--- src/hw/rtl/rau_pkg.sv ---
// ----------------------------------------------------------------------------
// rau_pkg: shared types and constants of the rational arithmetic unit
// Operand and result widths, the operation codes and derived datapath sizes.
// ----------------------------------------------------------------------------
package rau_pkg;

  // operand fields: low OPERAND_WIDTH bits, two's complement
  localparam int OPERAND_WIDTH = 16;
  // result fields
  localparam int OUT_WIDTH     = 34;
  // raw cross-multiplied values, signed, one guard bit for the sum
  localparam int RAW_WIDTH     = 2 * OPERAND_WIDTH + 1;
  // magnitudes of raw values, gcd operands and quotients
  localparam int MAG_WIDTH     = 2 * OPERAND_WIDTH;
  // bit counter of the restoring divider
  localparam int CNT_WIDTH     = $clog2(MAG_WIDTH);

  typedef enum logic [1:0] {
    OP_ADD = 2'd0,
    OP_SUB = 2'd1,
    OP_MUL = 2'd2,
    OP_DIV = 2'd3
  } rau_op_t;

  typedef logic signed [OPERAND_WIDTH-1:0] operand_t;
  typedef logic signed [OUT_WIDTH-1:0]     result_t;

endpackage

--- src/hw/rtl/rau_ifs.sv ---
// ----------------------------------------------------------------------------
// rau_in_if / rau_out_if: valid/ready channels of the rational arithmetic unit
// One word on the input side is an operation and two fractions; one word on
// the result side is a reduced fraction and the zero-denominator flag.
// ----------------------------------------------------------------------------
interface rau_in_if import rau_pkg::*; ();
  logic     valid;
  logic     ready;
  rau_op_t  operation;
  operand_t left_num;
  operand_t left_den;
  operand_t right_num;
  operand_t right_den;

  modport source (
    output valid, operation, left_num, left_den, right_num, right_den,
    input  ready
  );
  modport sink (
    input  valid, operation, left_num, left_den, right_num, right_den,
    output ready
  );
endinterface

interface rau_out_if import rau_pkg::*; ();
  logic    valid;
  logic    ready;
  result_t result_num;
  result_t result_den;
  logic    zero_den_fixed;

  modport source (
    output valid, result_num, result_den, zero_den_fixed,
    input  ready
  );
  modport sink (
    input  valid, result_num, result_den, zero_den_fixed,
    output ready
  );
endinterface

--- src/hw/rtl/rational_arithmetic_unit.sv ---
// ----------------------------------------------------------------------------
// rational_arithmetic_unit: fraction add/subtract/multiply/divide with reduction
// Cross-multiplies two fractions, fixes a zero denominator to 1, then reduces
// numerator and denominator by the gcd of their magnitudes.
// ----------------------------------------------------------------------------
// One word is worked on at a time; in_ch.ready is high only while the unit is
// idle. From acceptance to the result register a word goes through three
// products on the single 16x16 multiplier, a setup step, binary gcd (one
// shift, swap or subtract on the shared 33-bit subtractor per cycle), and two
// restoring divisions of 32 quotient bits on the same subtractor. A zero
// numerator skips the gcd and divisions. The result waits in an output
// register until taken; each sign of the result follows its raw value, but a
// zero numerator gets a denominator of +1, and the denominator is not
// normalized to be positive.
// ----------------------------------------------------------------------------
module rational_arithmetic_unit import rau_pkg::*; (
  input  logic         clk,
  input  logic         rst_n,
  rau_in_if.sink       in_ch,
  rau_out_if.source    out_ch
);

  typedef enum logic [2:0] {
    S_IDLE,
    S_MUL,
    S_PREP,
    S_GCD,
    S_DIV,
    S_DONE
  } state_t;

  localparam logic [1:0] STEP_CROSS  = 2'd0;
  localparam logic [1:0] STEP_SECOND = 2'd1;
  localparam logic [1:0] STEP_DEN    = 2'd2;

  // control
  state_t                 state_r, state_nxt;
  logic [1:0]             step_r, step_nxt;
  logic [CNT_WIDTH-1:0]   cnt_r, cnt_nxt;
  logic                   div_sel_r, div_sel_nxt;
  logic                   out_valid_r, out_valid_nxt;

  // operands
  rau_op_t                op_r, op_nxt;
  operand_t               ln_r, ln_nxt, ld_r, ld_nxt, rn_r, rn_nxt, rd_r, rd_nxt;

  // raw values and flags
  logic signed [RAW_WIDTH-1:0] num_raw_r, num_raw_nxt, den_raw_r, den_raw_nxt;
  logic                   num_neg_r, num_neg_nxt, den_neg_r, den_neg_nxt;
  logic                   fixed_r, fixed_nxt;

  // magnitudes (later quotients), gcd pair, division remainder
  logic [MAG_WIDTH-1:0]   mn_r, mn_nxt, md_r, md_nxt;
  logic [MAG_WIDTH-1:0]   ga_r, ga_nxt, gb_r, gb_nxt;
  logic [MAG_WIDTH-1:0]   rem_r, rem_nxt;

  // result register
  result_t                res_num_r, res_num_nxt, res_den_r, res_den_nxt;
  logic                   res_fixed_r, res_fixed_nxt;

  // shared multiplier
  operand_t                        mul_x, mul_y;
  logic signed [MAG_WIDTH-1:0]     prod;
  logic signed [RAW_WIDTH-1:0]     prod_ext;

  // shared subtractor
  logic [MAG_WIDTH:0]     sub_a, sub_b;
  logic [MAG_WIDTH+1:0]   sub_res;
  logic                   sub_borrow;
  logic                   sub_zero;

  // setup helpers
  logic signed [RAW_WIDTH-1:0] num_neg_val, den_neg_val;
  logic [MAG_WIDTH-1:0]   num_mag, den_mag;
  logic                   dvd_msb;
  logic                   q_bit;

  assign in_ch.ready           = (state_r == S_IDLE);
  assign out_ch.valid          = out_valid_r;
  assign out_ch.result_num     = res_num_r;
  assign out_ch.result_den     = res_den_r;
  assign out_ch.zero_den_fixed = res_fixed_r;

  // select multiplier operands per step
  always_comb begin
    unique case (step_r)
      STEP_CROSS: begin
        mul_x = ln_r;
        mul_y = (op_r == OP_MUL) ? rn_r : rd_r;
      end
      STEP_SECOND: begin
        mul_x = ld_r;
        mul_y = rn_r;
      end
      STEP_DEN: begin
        mul_x = ld_r;
        mul_y = (op_r == OP_DIV) ? rn_r : rd_r;
      end
      default: begin
        mul_x = ln_r;
        mul_y = rd_r;
      end
    endcase
  end

  assign prod     = mul_x * mul_y;
  assign prod_ext = {{(RAW_WIDTH - MAG_WIDTH){prod[MAG_WIDTH-1]}}, prod};

  // magnitudes of the raw values
  assign num_neg_val = '0 - num_raw_r;
  assign den_neg_val = '0 - den_raw_r;
  assign num_mag = num_raw_r[RAW_WIDTH-1] ? num_neg_val[MAG_WIDTH-1:0]
                                          : num_raw_r[MAG_WIDTH-1:0];
  assign den_mag = den_raw_r[RAW_WIDTH-1] ? den_neg_val[MAG_WIDTH-1:0]
                                          : den_raw_r[MAG_WIDTH-1:0];

  // feed the subtractor: gcd compare or divider trial
  assign dvd_msb = div_sel_r ? md_r[MAG_WIDTH-1] : mn_r[MAG_WIDTH-1];
  always_comb begin
    if (state_r == S_DIV) begin
      sub_a = {rem_r, dvd_msb};
      sub_b = {1'b0, ga_r};
    end else begin
      sub_a = {1'b0, ga_r};
      sub_b = {1'b0, gb_r};
    end
  end

  assign sub_res    = {1'b0, sub_a} - {1'b0, sub_b};
  assign sub_borrow = sub_res[MAG_WIDTH+1];
  assign sub_zero   = (sub_res == '0);
  assign q_bit      = ~sub_borrow;

  // sequencer and datapath next values
  always_comb begin
    state_nxt     = state_r;
    step_nxt      = step_r;
    cnt_nxt       = cnt_r;
    div_sel_nxt   = div_sel_r;
    out_valid_nxt = out_valid_r;
    op_nxt        = op_r;
    ln_nxt        = ln_r;
    ld_nxt        = ld_r;
    rn_nxt        = rn_r;
    rd_nxt        = rd_r;
    num_raw_nxt   = num_raw_r;
    den_raw_nxt   = den_raw_r;
    num_neg_nxt   = num_neg_r;
    den_neg_nxt   = den_neg_r;
    fixed_nxt     = fixed_r;
    mn_nxt        = mn_r;
    md_nxt        = md_r;
    ga_nxt        = ga_r;
    gb_nxt        = gb_r;
    rem_nxt       = rem_r;
    res_num_nxt   = res_num_r;
    res_den_nxt   = res_den_r;
    res_fixed_nxt = res_fixed_r;

    // drop the result once taken
    if (out_valid_r && out_ch.ready) begin
      out_valid_nxt = 1'b0;
    end

    unique case (state_r)
      S_IDLE: begin
        if (in_ch.valid) begin
          op_nxt    = in_ch.operation;
          ln_nxt    = in_ch.left_num;
          ld_nxt    = in_ch.left_den;
          rn_nxt    = in_ch.right_num;
          rd_nxt    = in_ch.right_den;
          step_nxt  = STEP_CROSS;
          state_nxt = S_MUL;
        end
      end

      // cross multiply, one product per cycle
      S_MUL: begin
        unique case (step_r)
          STEP_CROSS: begin
            num_raw_nxt = prod_ext;
            step_nxt    = STEP_SECOND;
          end
          STEP_SECOND: begin
            if (op_r == OP_ADD) begin
              num_raw_nxt = num_raw_r + prod_ext;
            end else if (op_r == OP_SUB) begin
              num_raw_nxt = num_raw_r - prod_ext;
            end
            step_nxt = STEP_DEN;
          end
          STEP_DEN: begin
            den_raw_nxt = prod_ext;
            state_nxt   = S_PREP;
          end
          default: begin
            step_nxt = STEP_CROSS;
          end
        endcase
      end

      // fix a zero denominator, load magnitudes
      S_PREP: begin
        fixed_nxt   = (den_raw_r == '0);
        num_neg_nxt = num_raw_r[RAW_WIDTH-1];
        den_neg_nxt = den_raw_r[RAW_WIDTH-1];
        if (num_raw_r == '0) begin
          mn_nxt      = '0;
          md_nxt      = MAG_WIDTH'(1);
          den_neg_nxt = 1'b0;
          state_nxt   = S_DONE;
        end else begin
          mn_nxt    = num_mag;
          md_nxt    = (den_raw_r == '0) ? MAG_WIDTH'(1) : den_mag;
          ga_nxt    = num_mag;
          gb_nxt    = (den_raw_r == '0) ? MAG_WIDTH'(1) : den_mag;
          state_nxt = S_GCD;
        end
      end

      // binary gcd; common factors of two come out of the dividends directly
      S_GCD: begin
        priority if (!ga_r[0] && !gb_r[0]) begin
          ga_nxt = ga_r >> 1;
          gb_nxt = gb_r >> 1;
          mn_nxt = mn_r >> 1;
          md_nxt = md_r >> 1;
        end else if (sub_zero) begin
          rem_nxt     = '0;
          cnt_nxt     = '0;
          div_sel_nxt = 1'b0;
          state_nxt   = S_DIV;
        end else if (!ga_r[0]) begin
          ga_nxt = ga_r >> 1;
        end else if (!gb_r[0]) begin
          gb_nxt = gb_r >> 1;
        end else if (sub_borrow) begin
          ga_nxt = gb_r;
          gb_nxt = ga_r;
        end else begin
          ga_nxt = sub_res[MAG_WIDTH-1:0];
        end
      end

      // restoring division by the odd gcd part, numerator then denominator
      S_DIV: begin
        rem_nxt = sub_borrow ? sub_a[MAG_WIDTH-1:0] : sub_res[MAG_WIDTH-1:0];
        if (div_sel_r) begin
          md_nxt = {md_r[MAG_WIDTH-2:0], q_bit};
        end else begin
          mn_nxt = {mn_r[MAG_WIDTH-2:0], q_bit};
        end
        if (cnt_r == CNT_WIDTH'(MAG_WIDTH - 1)) begin
          cnt_nxt = '0;
          if (div_sel_r) begin
            state_nxt = S_DONE;
          end else begin
            div_sel_nxt = 1'b1;
            rem_nxt     = '0;
          end
        end else begin
          cnt_nxt = cnt_r + CNT_WIDTH'(1);
        end
      end

      // load the result register once it is free
      S_DONE: begin
        if (!out_valid_r || out_ch.ready) begin
          res_num_nxt   = num_neg_r ? ('0 - result_t'({2'b00, mn_r}))
                                    : result_t'({2'b00, mn_r});
          res_den_nxt   = den_neg_r ? ('0 - result_t'({2'b00, md_r}))
                                    : result_t'({2'b00, md_r});
          res_fixed_nxt = fixed_r;
          out_valid_nxt = 1'b1;
          state_nxt     = S_IDLE;
        end
      end

      default: begin
        state_nxt = S_IDLE;
      end
    endcase
  end

  // hold state, registered outputs and datapath
  always_ff @(posedge clk) begin
    if (!rst_n) begin
      state_r     <= S_IDLE;
      step_r      <= STEP_CROSS;
      cnt_r       <= '0;
      div_sel_r   <= 1'b0;
      out_valid_r <= 1'b0;
    end else begin
      state_r     <= state_nxt;
      step_r      <= step_nxt;
      cnt_r       <= cnt_nxt;
      div_sel_r   <= div_sel_nxt;
      out_valid_r <= out_valid_nxt;
    end
    op_r        <= op_nxt;
    ln_r        <= ln_nxt;
    ld_r        <= ld_nxt;
    rn_r        <= rn_nxt;
    rd_r        <= rd_nxt;
    num_raw_r   <= num_raw_nxt;
    den_raw_r   <= den_raw_nxt;
    num_neg_r   <= num_neg_nxt;
    den_neg_r   <= den_neg_nxt;
    fixed_r     <= fixed_nxt;
    mn_r        <= mn_nxt;
    md_r        <= md_nxt;
    ga_r        <= ga_nxt;
    gb_r        <= gb_nxt;
    rem_r       <= rem_nxt;
    res_num_r   <= res_num_nxt;
    res_den_r   <= res_den_nxt;
    res_fixed_r <= res_fixed_nxt;
  end

endmodule

--- src/flat_wrapper.sv ---
// flat-port wrapper written by rule: the top's interface ports become plain ports
module rational_arithmetic_unit_flat import rau_pkg::*;
  (clk, rst_n, in_ch_valid, in_ch_operation, in_ch_left_num, in_ch_left_den, in_ch_right_num, in_ch_right_den, in_ch_ready, out_ch_valid, out_ch_result_num, out_ch_result_den, out_ch_zero_den_fixed, out_ch_ready);
  rau_in_if in_ch_i ();
  rau_out_if out_ch_i ();
  input  logic clk;
  input  logic rst_n;
  input wire logic [$bits(in_ch_i.valid)-1:0] in_ch_valid;
  input wire logic [$bits(in_ch_i.operation)-1:0] in_ch_operation;
  input wire logic [$bits(in_ch_i.left_num)-1:0] in_ch_left_num;
  input wire logic [$bits(in_ch_i.left_den)-1:0] in_ch_left_den;
  input wire logic [$bits(in_ch_i.right_num)-1:0] in_ch_right_num;
  input wire logic [$bits(in_ch_i.right_den)-1:0] in_ch_right_den;
  output wire logic [$bits(in_ch_i.ready)-1:0] in_ch_ready;
  output wire logic [$bits(out_ch_i.valid)-1:0] out_ch_valid;
  output wire logic [$bits(out_ch_i.result_num)-1:0] out_ch_result_num;
  output wire logic [$bits(out_ch_i.result_den)-1:0] out_ch_result_den;
  output wire logic [$bits(out_ch_i.zero_den_fixed)-1:0] out_ch_zero_den_fixed;
  input wire logic [$bits(out_ch_i.ready)-1:0] out_ch_ready;
  assign in_ch_i.valid = in_ch_valid;
  assign in_ch_i.operation = in_ch_operation;
  assign in_ch_i.left_num = in_ch_left_num;
  assign in_ch_i.left_den = in_ch_left_den;
  assign in_ch_i.right_num = in_ch_right_num;
  assign in_ch_i.right_den = in_ch_right_den;
  assign in_ch_ready = in_ch_i.ready;
  assign out_ch_valid = out_ch_i.valid;
  assign out_ch_result_num = out_ch_i.result_num;
  assign out_ch_result_den = out_ch_i.result_den;
  assign out_ch_zero_den_fixed = out_ch_i.zero_den_fixed;
  assign out_ch_i.ready = out_ch_ready;
  rational_arithmetic_unit u_core (.clk(clk), .rst_n(rst_n), .in_ch(in_ch_i), .out_ch(out_ch_i));
endmodule
--- config.mk ---
export PLATFORM = sky130hd
export DESIGN_NAME = rational_arithmetic_unit_flat
export DESIGN_NICKNAME = d
export VERILOG_FILES = /design/src/hw/rtl/rau_pkg.sv /design/src/hw/rtl/rau_ifs.sv /design/src/hw/rtl/rational_arithmetic_unit.sv /design/src/flat_wrapper.sv
export SDC_FILE = /design/constraint.sdc
export NUM_CORES = 2
export LEC_CHECK = 0
export BUFFER_PORTS_ARGS = -buffer_cell sky130_fd_sc_hd__buf_2
export CORE_MARGIN = 8
export CORE_UTILIZATION = 30
export CTS_BUF_LIST = sky130_fd_sc_hd__clkbuf_2 sky130_fd_sc_hd__clkbuf_4 sky130_fd_sc_hd__clkbuf_8
export CTS_CLUSTER_DIAMETER = 200
export DETAILED_ROUTE_END_ITERATION = 8
export HOLD_SLACK_MARGIN = 0.03
export PLACE_DENSITY = 0.56
export SYNTH_ARGS = -nofsm -noshare
export SYNTH_HDL_FRONTEND = slang
export SYNTH_SLANG_ARGS = --single-unit
--- constraint.sdc ---
create_clock -name clk -period 10.94 [get_ports clk]
set_clock_uncertainty 0.2 [all_clocks]
set_input_delay 2.188 -clock clk [delete_from_list [all_inputs] [get_ports clk]]
set_output_delay 2.188 -clock clk [all_outputs]
set_load 0.01 [all_outputs]
After elaboration in Yosys (flattened, before gate mapping)

Index checks and enable logic that the tools add are counted.

Register bits after elaboration: 373
Input bits: 70
Logic and storage cells: 162

Add/subtract/negate cells: 8
Multipliers: 1
Equality and inequality tests: 27
Muxes and demuxes: 66
Bitwise operators: 1
Reduce and logical (&&, ||, !) cells: 32

Operators with widths:

| operator                | count |
|---|---|
| $mux W32                | 29 |
| $pmux W32 S2            | 3 |
| $pmux W32 S3            | 2 |
| $mux W33                | 3 |
| $logic_not A33 Y1       | 2 |
| $pmux W33 S2            | 1 |
| $sub A1 B32 Y33 const A | 2 |
| $sub A1 B32 Y32 const A | 2 |
| $mux W16                | 3 |
| $pmux W16 S3            | 1 |
| $logic_not A34 Y1       | 1 |
| $sub A33 B32 Y34        | 1 |
| $add A33 B32 Y33        | 1 |
| $sub A33 B32 Y33        | 1 |
| $mul A16 B16 Y32        | 1 |
| $mux W3                 | 8 |
| $pmux W3 S6             | 1 |
| $reduce_and A3 Y1       | 6 |
| $mux W5                 | 3 |
| $ne A2 B2 Y1 const B    | 7 |
| $reduce_and A4 Y1       | 3 |
| $pmux W5 S2             | 1 |
| $ne A2 B1 Y1 const B    | 4 |
| $ne A4 B4 Y1 const B    | 2 |
| 26 further kinds        | 47 |

Depth between registers and ports, before layout

Depth after elaboration: 9
Gate-level depth with buffers: 43
Depth with buffers taken out: 41

Worst setup path after synthesis

Ideal clock, no wire load.

Kind: flip-flop to flip-flop
Start point: register u_core.step_r[0]
End point: register u_core.num_raw_r[32], data pin
Library setup time: 0.254 ns
Data arrival time: 9.789 ns
Path slack: 0.697 ns
Cell stages (with the launch flop): 38
Path buffers: 4
Period minus slack after synthesis: 10.243 ns
Path through: dfxtp_1 inv_1 ha_1 clkbuf_1 buf_1 buf_1 mux2_1 nand2_1 fa_1 fa_1 inv_1 fa_1 fa_1 fa_1 inv_1 fa_1 inv_1 ha_1 [... 2 more ...] o21ai_1 o21bai_1 xor2_1 or4_1 o21ai_0 xnor2_1 ha_1 nand3_1 o211ai_1 a211oi_1 nand3_1 o41ai_1 o211a_1 nor3_1 nand3b_1 a41oi_1 o211ai_1 a21o_1

Cells in the longest elaborated chain, start to end: 8
Elaborated cells between the ends (all ways): 12

Ends and longest elaborated chain:

| item                                         | RTL line                        | text |
|---|---|---|
| from (decl)                                  | rational_arithmetic_unit.sv:38  | `logic [1:0] step_r, step_nxt;` |
| from (signal assigned)                       | rational_arithmetic_unit.sv:296 | `step_r <= step_nxt;` |
| $eq A2 B2 Y1 or $eq A2 B1 Y1 (tied branches) | rational_arithmetic_unit.sv:86  | `unique case (step_r)` |
| $reduce_or A2 Y1 (no line)                   | --                              |  |
| $mux W16                                     | rational_arithmetic_unit.sv:86  |  |
| $mul A16 B16 Y32 (*)                         | rational_arithmetic_unit.sv:106 | `assign prod = mul_x * mul_y;` |
| named net u_core.prod[14]                    | rational_arithmetic_unit.sv:63  | `logic signed [MAG_WIDTH-1:0] prod;` |
| $sub A33 B32 Y33                             | rational_arithmetic_unit.sv:189 | `num_raw_nxt = num_raw_r - prod_ext;` |
| $mux W33                                     | rational_arithmetic_unit.sv:188 | `end else if (op_r == OP_SUB) begin` |
| $mux W33 (*)                                 | rational_arithmetic_unit.sv:186 | `if (op_r == OP_ADD) begin` |
| $pmux W33 S2 (*)                             | rational_arithmetic_unit.sv:180 | `unique case (step_r)` |
| to (signal assigned)                         | rational_arithmetic_unit.sv:306 | `num_raw_r <= num_raw_nxt;` |
| to (decl)                                    | rational_arithmetic_unit.sv:48  | `logic signed [RAW_WIDTH-1:0] num_raw_r, num_raw_nxt, den_raw_r, den_raw_nxt;` |

The timed path passes the listed nets; every way through them passes the cells marked *. The select of a mux whose other input is x is not followed.
A chain may end at the register's enable or synchronous reset.

Final worst setup path

Start point: register u_core.step_r[0]
End point: register u_core.num_raw_r[32], data pin

Cells in the longest elaborated chain, start to end: 8
Elaborated cells between the ends (all ways): 12

Ends and longest elaborated chain:

| item                                         | RTL line |
|---|---|
| $eq A2 B2 Y1 or $eq A2 B1 Y1 (tied branches) | rational_arithmetic_unit.sv:86, rational_arithmetic_unit.sv:180 |
| $reduce_or A2 Y1 (no line)                   | -- |
| $mux W16                                     | rational_arithmetic_unit.sv:86 |
| $mul A16 B16 Y32                             | rational_arithmetic_unit.sv:106 |
| $sub A33 B32 Y33                             | rational_arithmetic_unit.sv:189 |
| $mux W33                                     | rational_arithmetic_unit.sv:188 |
| $mux W33                                     | rational_arithmetic_unit.sv:186 |
| $pmux W33 S2 (*)                             | rational_arithmetic_unit.sv:180 |

Mark *: on every way between the ends. The rest lies on a longest branch, timed or not. The select of a mux whose other input is x is not followed.

==> impl.org <==
** STA
- Max-slew violation count :: 0
- Slew at the pin with the worst max-slew slack :: between 1 and 1.5 ns
- For this run, the top clock speed supported by timing is 97.3 MHz.
- After layout, the worst setup slack is 0.666 ns.
- Setup violations remaining at the end of the flow were counted as 0.
- Slew Limit Headroom :: 0.242
- Post-route fraction of the period consumed by the critical path :: 0.939
- The smallest clock period supported by the final layout is computed as 10.27 ns.
- Hold violation count in the final report :: 0

** Critical path
- Data on the critical path arrives at its endpoint at 10.51 ns.
- For the worst setup path, the data required time is 11.18 ns.
- Critical path endpoint category :: register
- Among all stages on the critical path, the largest delay is contributed by fa_1.
- The worst setup path is of the register to register kind.
- Delay of the slowest cell on the worst path :: around 0.65 ns
- CP Max Fanout :: 9
- The worst setup path is launched from a register.
- The startpoint identified for the worst register-to-register timing path is u_core.step_r[0].
- Launching instance or port of the critical path :: u_core.step_r[0]

** Global route
- Global-route wire length before repair :: 150000 um
- Antenna violations before repair :: 4
- The total overflow left after global routing is 0.
- Largest net degree at the start of global routing :: 72
- Across every metal layer, demand over resource in global routing totals 0.156.
- The via count of the first global-routing pass came to 25.4k.

** Hold path
- The worst hold path belongs to the class register to register.
- The worst hold path begins at u_core.cnt_r[3].

** Cells and area
- Fillcell total :: ~11k
- Ratio of cells with drive above 1 in the final layout :: 0.123
- After the last flow step, the layout net total stands at a little under 4k.
- Area growth from synthesis to layout :: 12.8%

** Detailed routing
- The first detailed-routing pass took 6 iterations.
- The final layout contains routed wiring with a total length of 96500 um.
- Number of DRC markers after the initial detailed-route iteration :: between 1.5k and 2k
- Detailed-route DRC error count :: 0
- In the routed layout, each cell is associated on average with a via count of just over 5.
- Final routed wire length divided by cell count :: 19.5 um
- Vias post-DR :: 25.1k
- Count of antenna-violating nets left after detailed routing :: 0

** Clocking
- CTS tree :: done
- The clock passes through at most 3 buffers.
- Clock transition at the register clock pins on the worst setup and hold paths after CTS :: 0.06 ns
- Number of buffers inserted during clock tree synthesis :: 70
- Deepest level of the CTS H-tree :: 3
- At the later pin of the worst-skew pair, clock insertion delay measures slightly below 0.7 ns.
- Counting every sink on the clock net gives about 370.
- Clk Tree Root Cell :: clkbuf_8

** Die
- Horizontal extent of the die :: about 350 um
- Number of I/O pins :: 141
- Overall die height :: 346 um
- Row count :: 121
- Area of the die :: 0.120 mm^2
- The initial utilization of the core area, before any placement, comes to 0.302.
- Core Box Area :: 0.109 mm^2

** Yosys
- The biggest area contributor in the post-synthesis netlist is edfxtp_1.
- Post-synthesis net count :: 3826
- Synthesis produced a netlist whose cell count is 3331.
- Yosys mapped a number of flops with a built-in enable equal to 361.
- Synthesized area per cell :: 9.83 um^2
- After synthesis, the cell types taking the most area are edfxtp_1 33%, fa_1 16%, ha_1 6.2%.
- Commonest register cell after synthesis :: edfxtp_1
- Top cells by count, synth :: 377 x nand2_1, 361 x edfxtp_1, 335 x inv_1
- For this run, asynchronously set or reset flops after synthesis account for 0.
- The cell area that synthesis handed to floorplanning was 0.0328 mm^2.
- Most frequently used cell type in the post-synthesis netlist :: nand2_1
- Of the post-synthesis cell area, the dominant cell type holds 0.331.
- Share of synthesized area occupied by flip-flops and latches :: 0.338
- Synthesis inferred 373 register bits.
- The netlist uses 96 different library cells.
- Number of warnings printed during yosys synthesis :: 0

** Flow run
- Max-cap violations in this run came to 0.

** Place
- During placement, the flow inserted port buffers numbering 140.
- Post-placement setup slack :: 0.322 ns
- Last weighted congestion value of the routability-driven placer :: 0.951
- The HPWL after detailed placement is 75100 um.

** Outcome
- Outcome :: finished clean
## flip-flops by register name (all words and copies together) (netlist names), 3 cells and up
name	cells
u_core.rn_r	16
u_core.den_raw_r	32
u_core.out_ch.result_num	33
u_core.ln_r	16
u_core.state_r	3
u_core.cnt_r	5
u_core.out_ch.result_den	33
u_core.gb_r	32
u_core.ld_r	16
u_core.md_r	32
u_core.mn_r	32
u_core.num_raw_r	33
u_core.rd_r	16
u_core.rem_r	32
u_core.ga_r	32
## final cells by class
type,count,area [um^2],share of cell area
Antenna cell,3,7.51,0.000203
Clock buffer,93,1140,0.0308
Clock inverter,34,379,0.0103
Inverter,337,1270,0.0344
Multi-Input combinational cell,2479,20100,0.543
Sequential cell,373,11100,0.300
Tap cell,1414,1770,0.0479
Timing Repair Buffer,209,1230,0.0333
## layout by cell type (no fill, tap or decap), drive strengths merged, types with 28 or more instances in the layout
| master | netlist | final |
|---|---|---|
| mux2i | 55 | 55 |
| xnor2 | 135 | 135 |
| buf | 22 | 209 |
| fa | 264 | 264 |
| inv | 336 | 341 |
| a22oi | 72 | 72 |
| nand2 | 378 | 378 |
| mux2 | 30 | 30 |
| a21oi | 184 | 184 |
| edfxtp | 361 | 361 |
| nor2b | 42 | 42 |
| clkbuf | 120 | 93 |
| a21o | 40 | 40 |
| nand2b | 31 | 31 |
| a211oi | 43 | 43 |
| xor2 | 92 | 92 |
| ha | 161 | 161 |
| o31ai | 44 | 44 |
| nor2 | 269 | 269 |
| nor3 | 47 | 47 |
| or3 | 33 | 33 |
| nand3 | 45 | 45 |
| or4 | 28 | 28 |
| o21ai | 189 | 189 |
## per-layer routing
layer,share of wire,vias up,global-route usage
met5,0.000073,-,0
met1,0.44,12171,0.205
li1,-,11990,-
met4,0.037,2,0.0584
met2,0.46,739,0.259
met3,0.058,174,0.0262
## final timing paths
check / endpoint / slack [ns] / cells past startpoint
max reg2reg: u_core.num_raw_r[32] / 0.67 / 37
max: u_core.num_raw_r[32] / 0.67 / 37
min reg2reg: u_core.cnt_r[3] / 0.26 / 1
min: u_core.cnt_r[3] / 0.26 / 1
## cell families after synthesis
| logic type | synth area share |
|---|---|
| AND/OR/NAND/NOR | 0.138 |
| AO/OA/AOI/OAI | 0.156 |
| buffers and inverters | 0.0560 |
| adder cells (fa/ha/maj) | 0.223 |
| flip-flops | 0.338 |
| XOR/XNOR | 0.0615 |
| multiplexers | 0.0271 |
## critical path: cells and delay by family, from the launching register on
family | cells | cell delay [ns]
and+or+nand+nor | 11 | 2.58
muxes | 1 | 0.30
AOI/OAI and AO/OA | 8 | 1.69
adders and majority gates | 9 | 4.06
DFF | 1 | 0.39
xor gates and xnor gates | 1 | 0.16
buffers and inverters | 7 | 0.67
## timing repair
| action | CTS | global route |
|---|---|---|
| resized for setup | 0 | 32 |
| setup endpoints to repair | 0 | 7 |
| hold buffers | 0 | 0 |
| setup buffers | 0 | 3 |
| endpoints found under the hold margin | 0 | 0 |
## stage by stage
step / utilization / TNS (ns) / hold WS (ns) / instance area [um^2] / std cells
after floorplan: - / 0 / 0.200 / 32800 / 3331
after global placement: 0.325 / 0 / 0.246 / 35200 / 4809
after detailed placement: 0.325 / 0 / 0.253 / 35200 / 4809
after CTS: 0.339 / 0 / 0.263 / 36800 / 4936
after global routing: 0.340 / -0.0210 / 0.297 / 36900 / 4939
final: 0.340 / 0 / 0.265 / 36900 / 4942
Power is not shown: default switching activity piles up to over one toggle a cycle in this logic, so the estimate is an artifact.
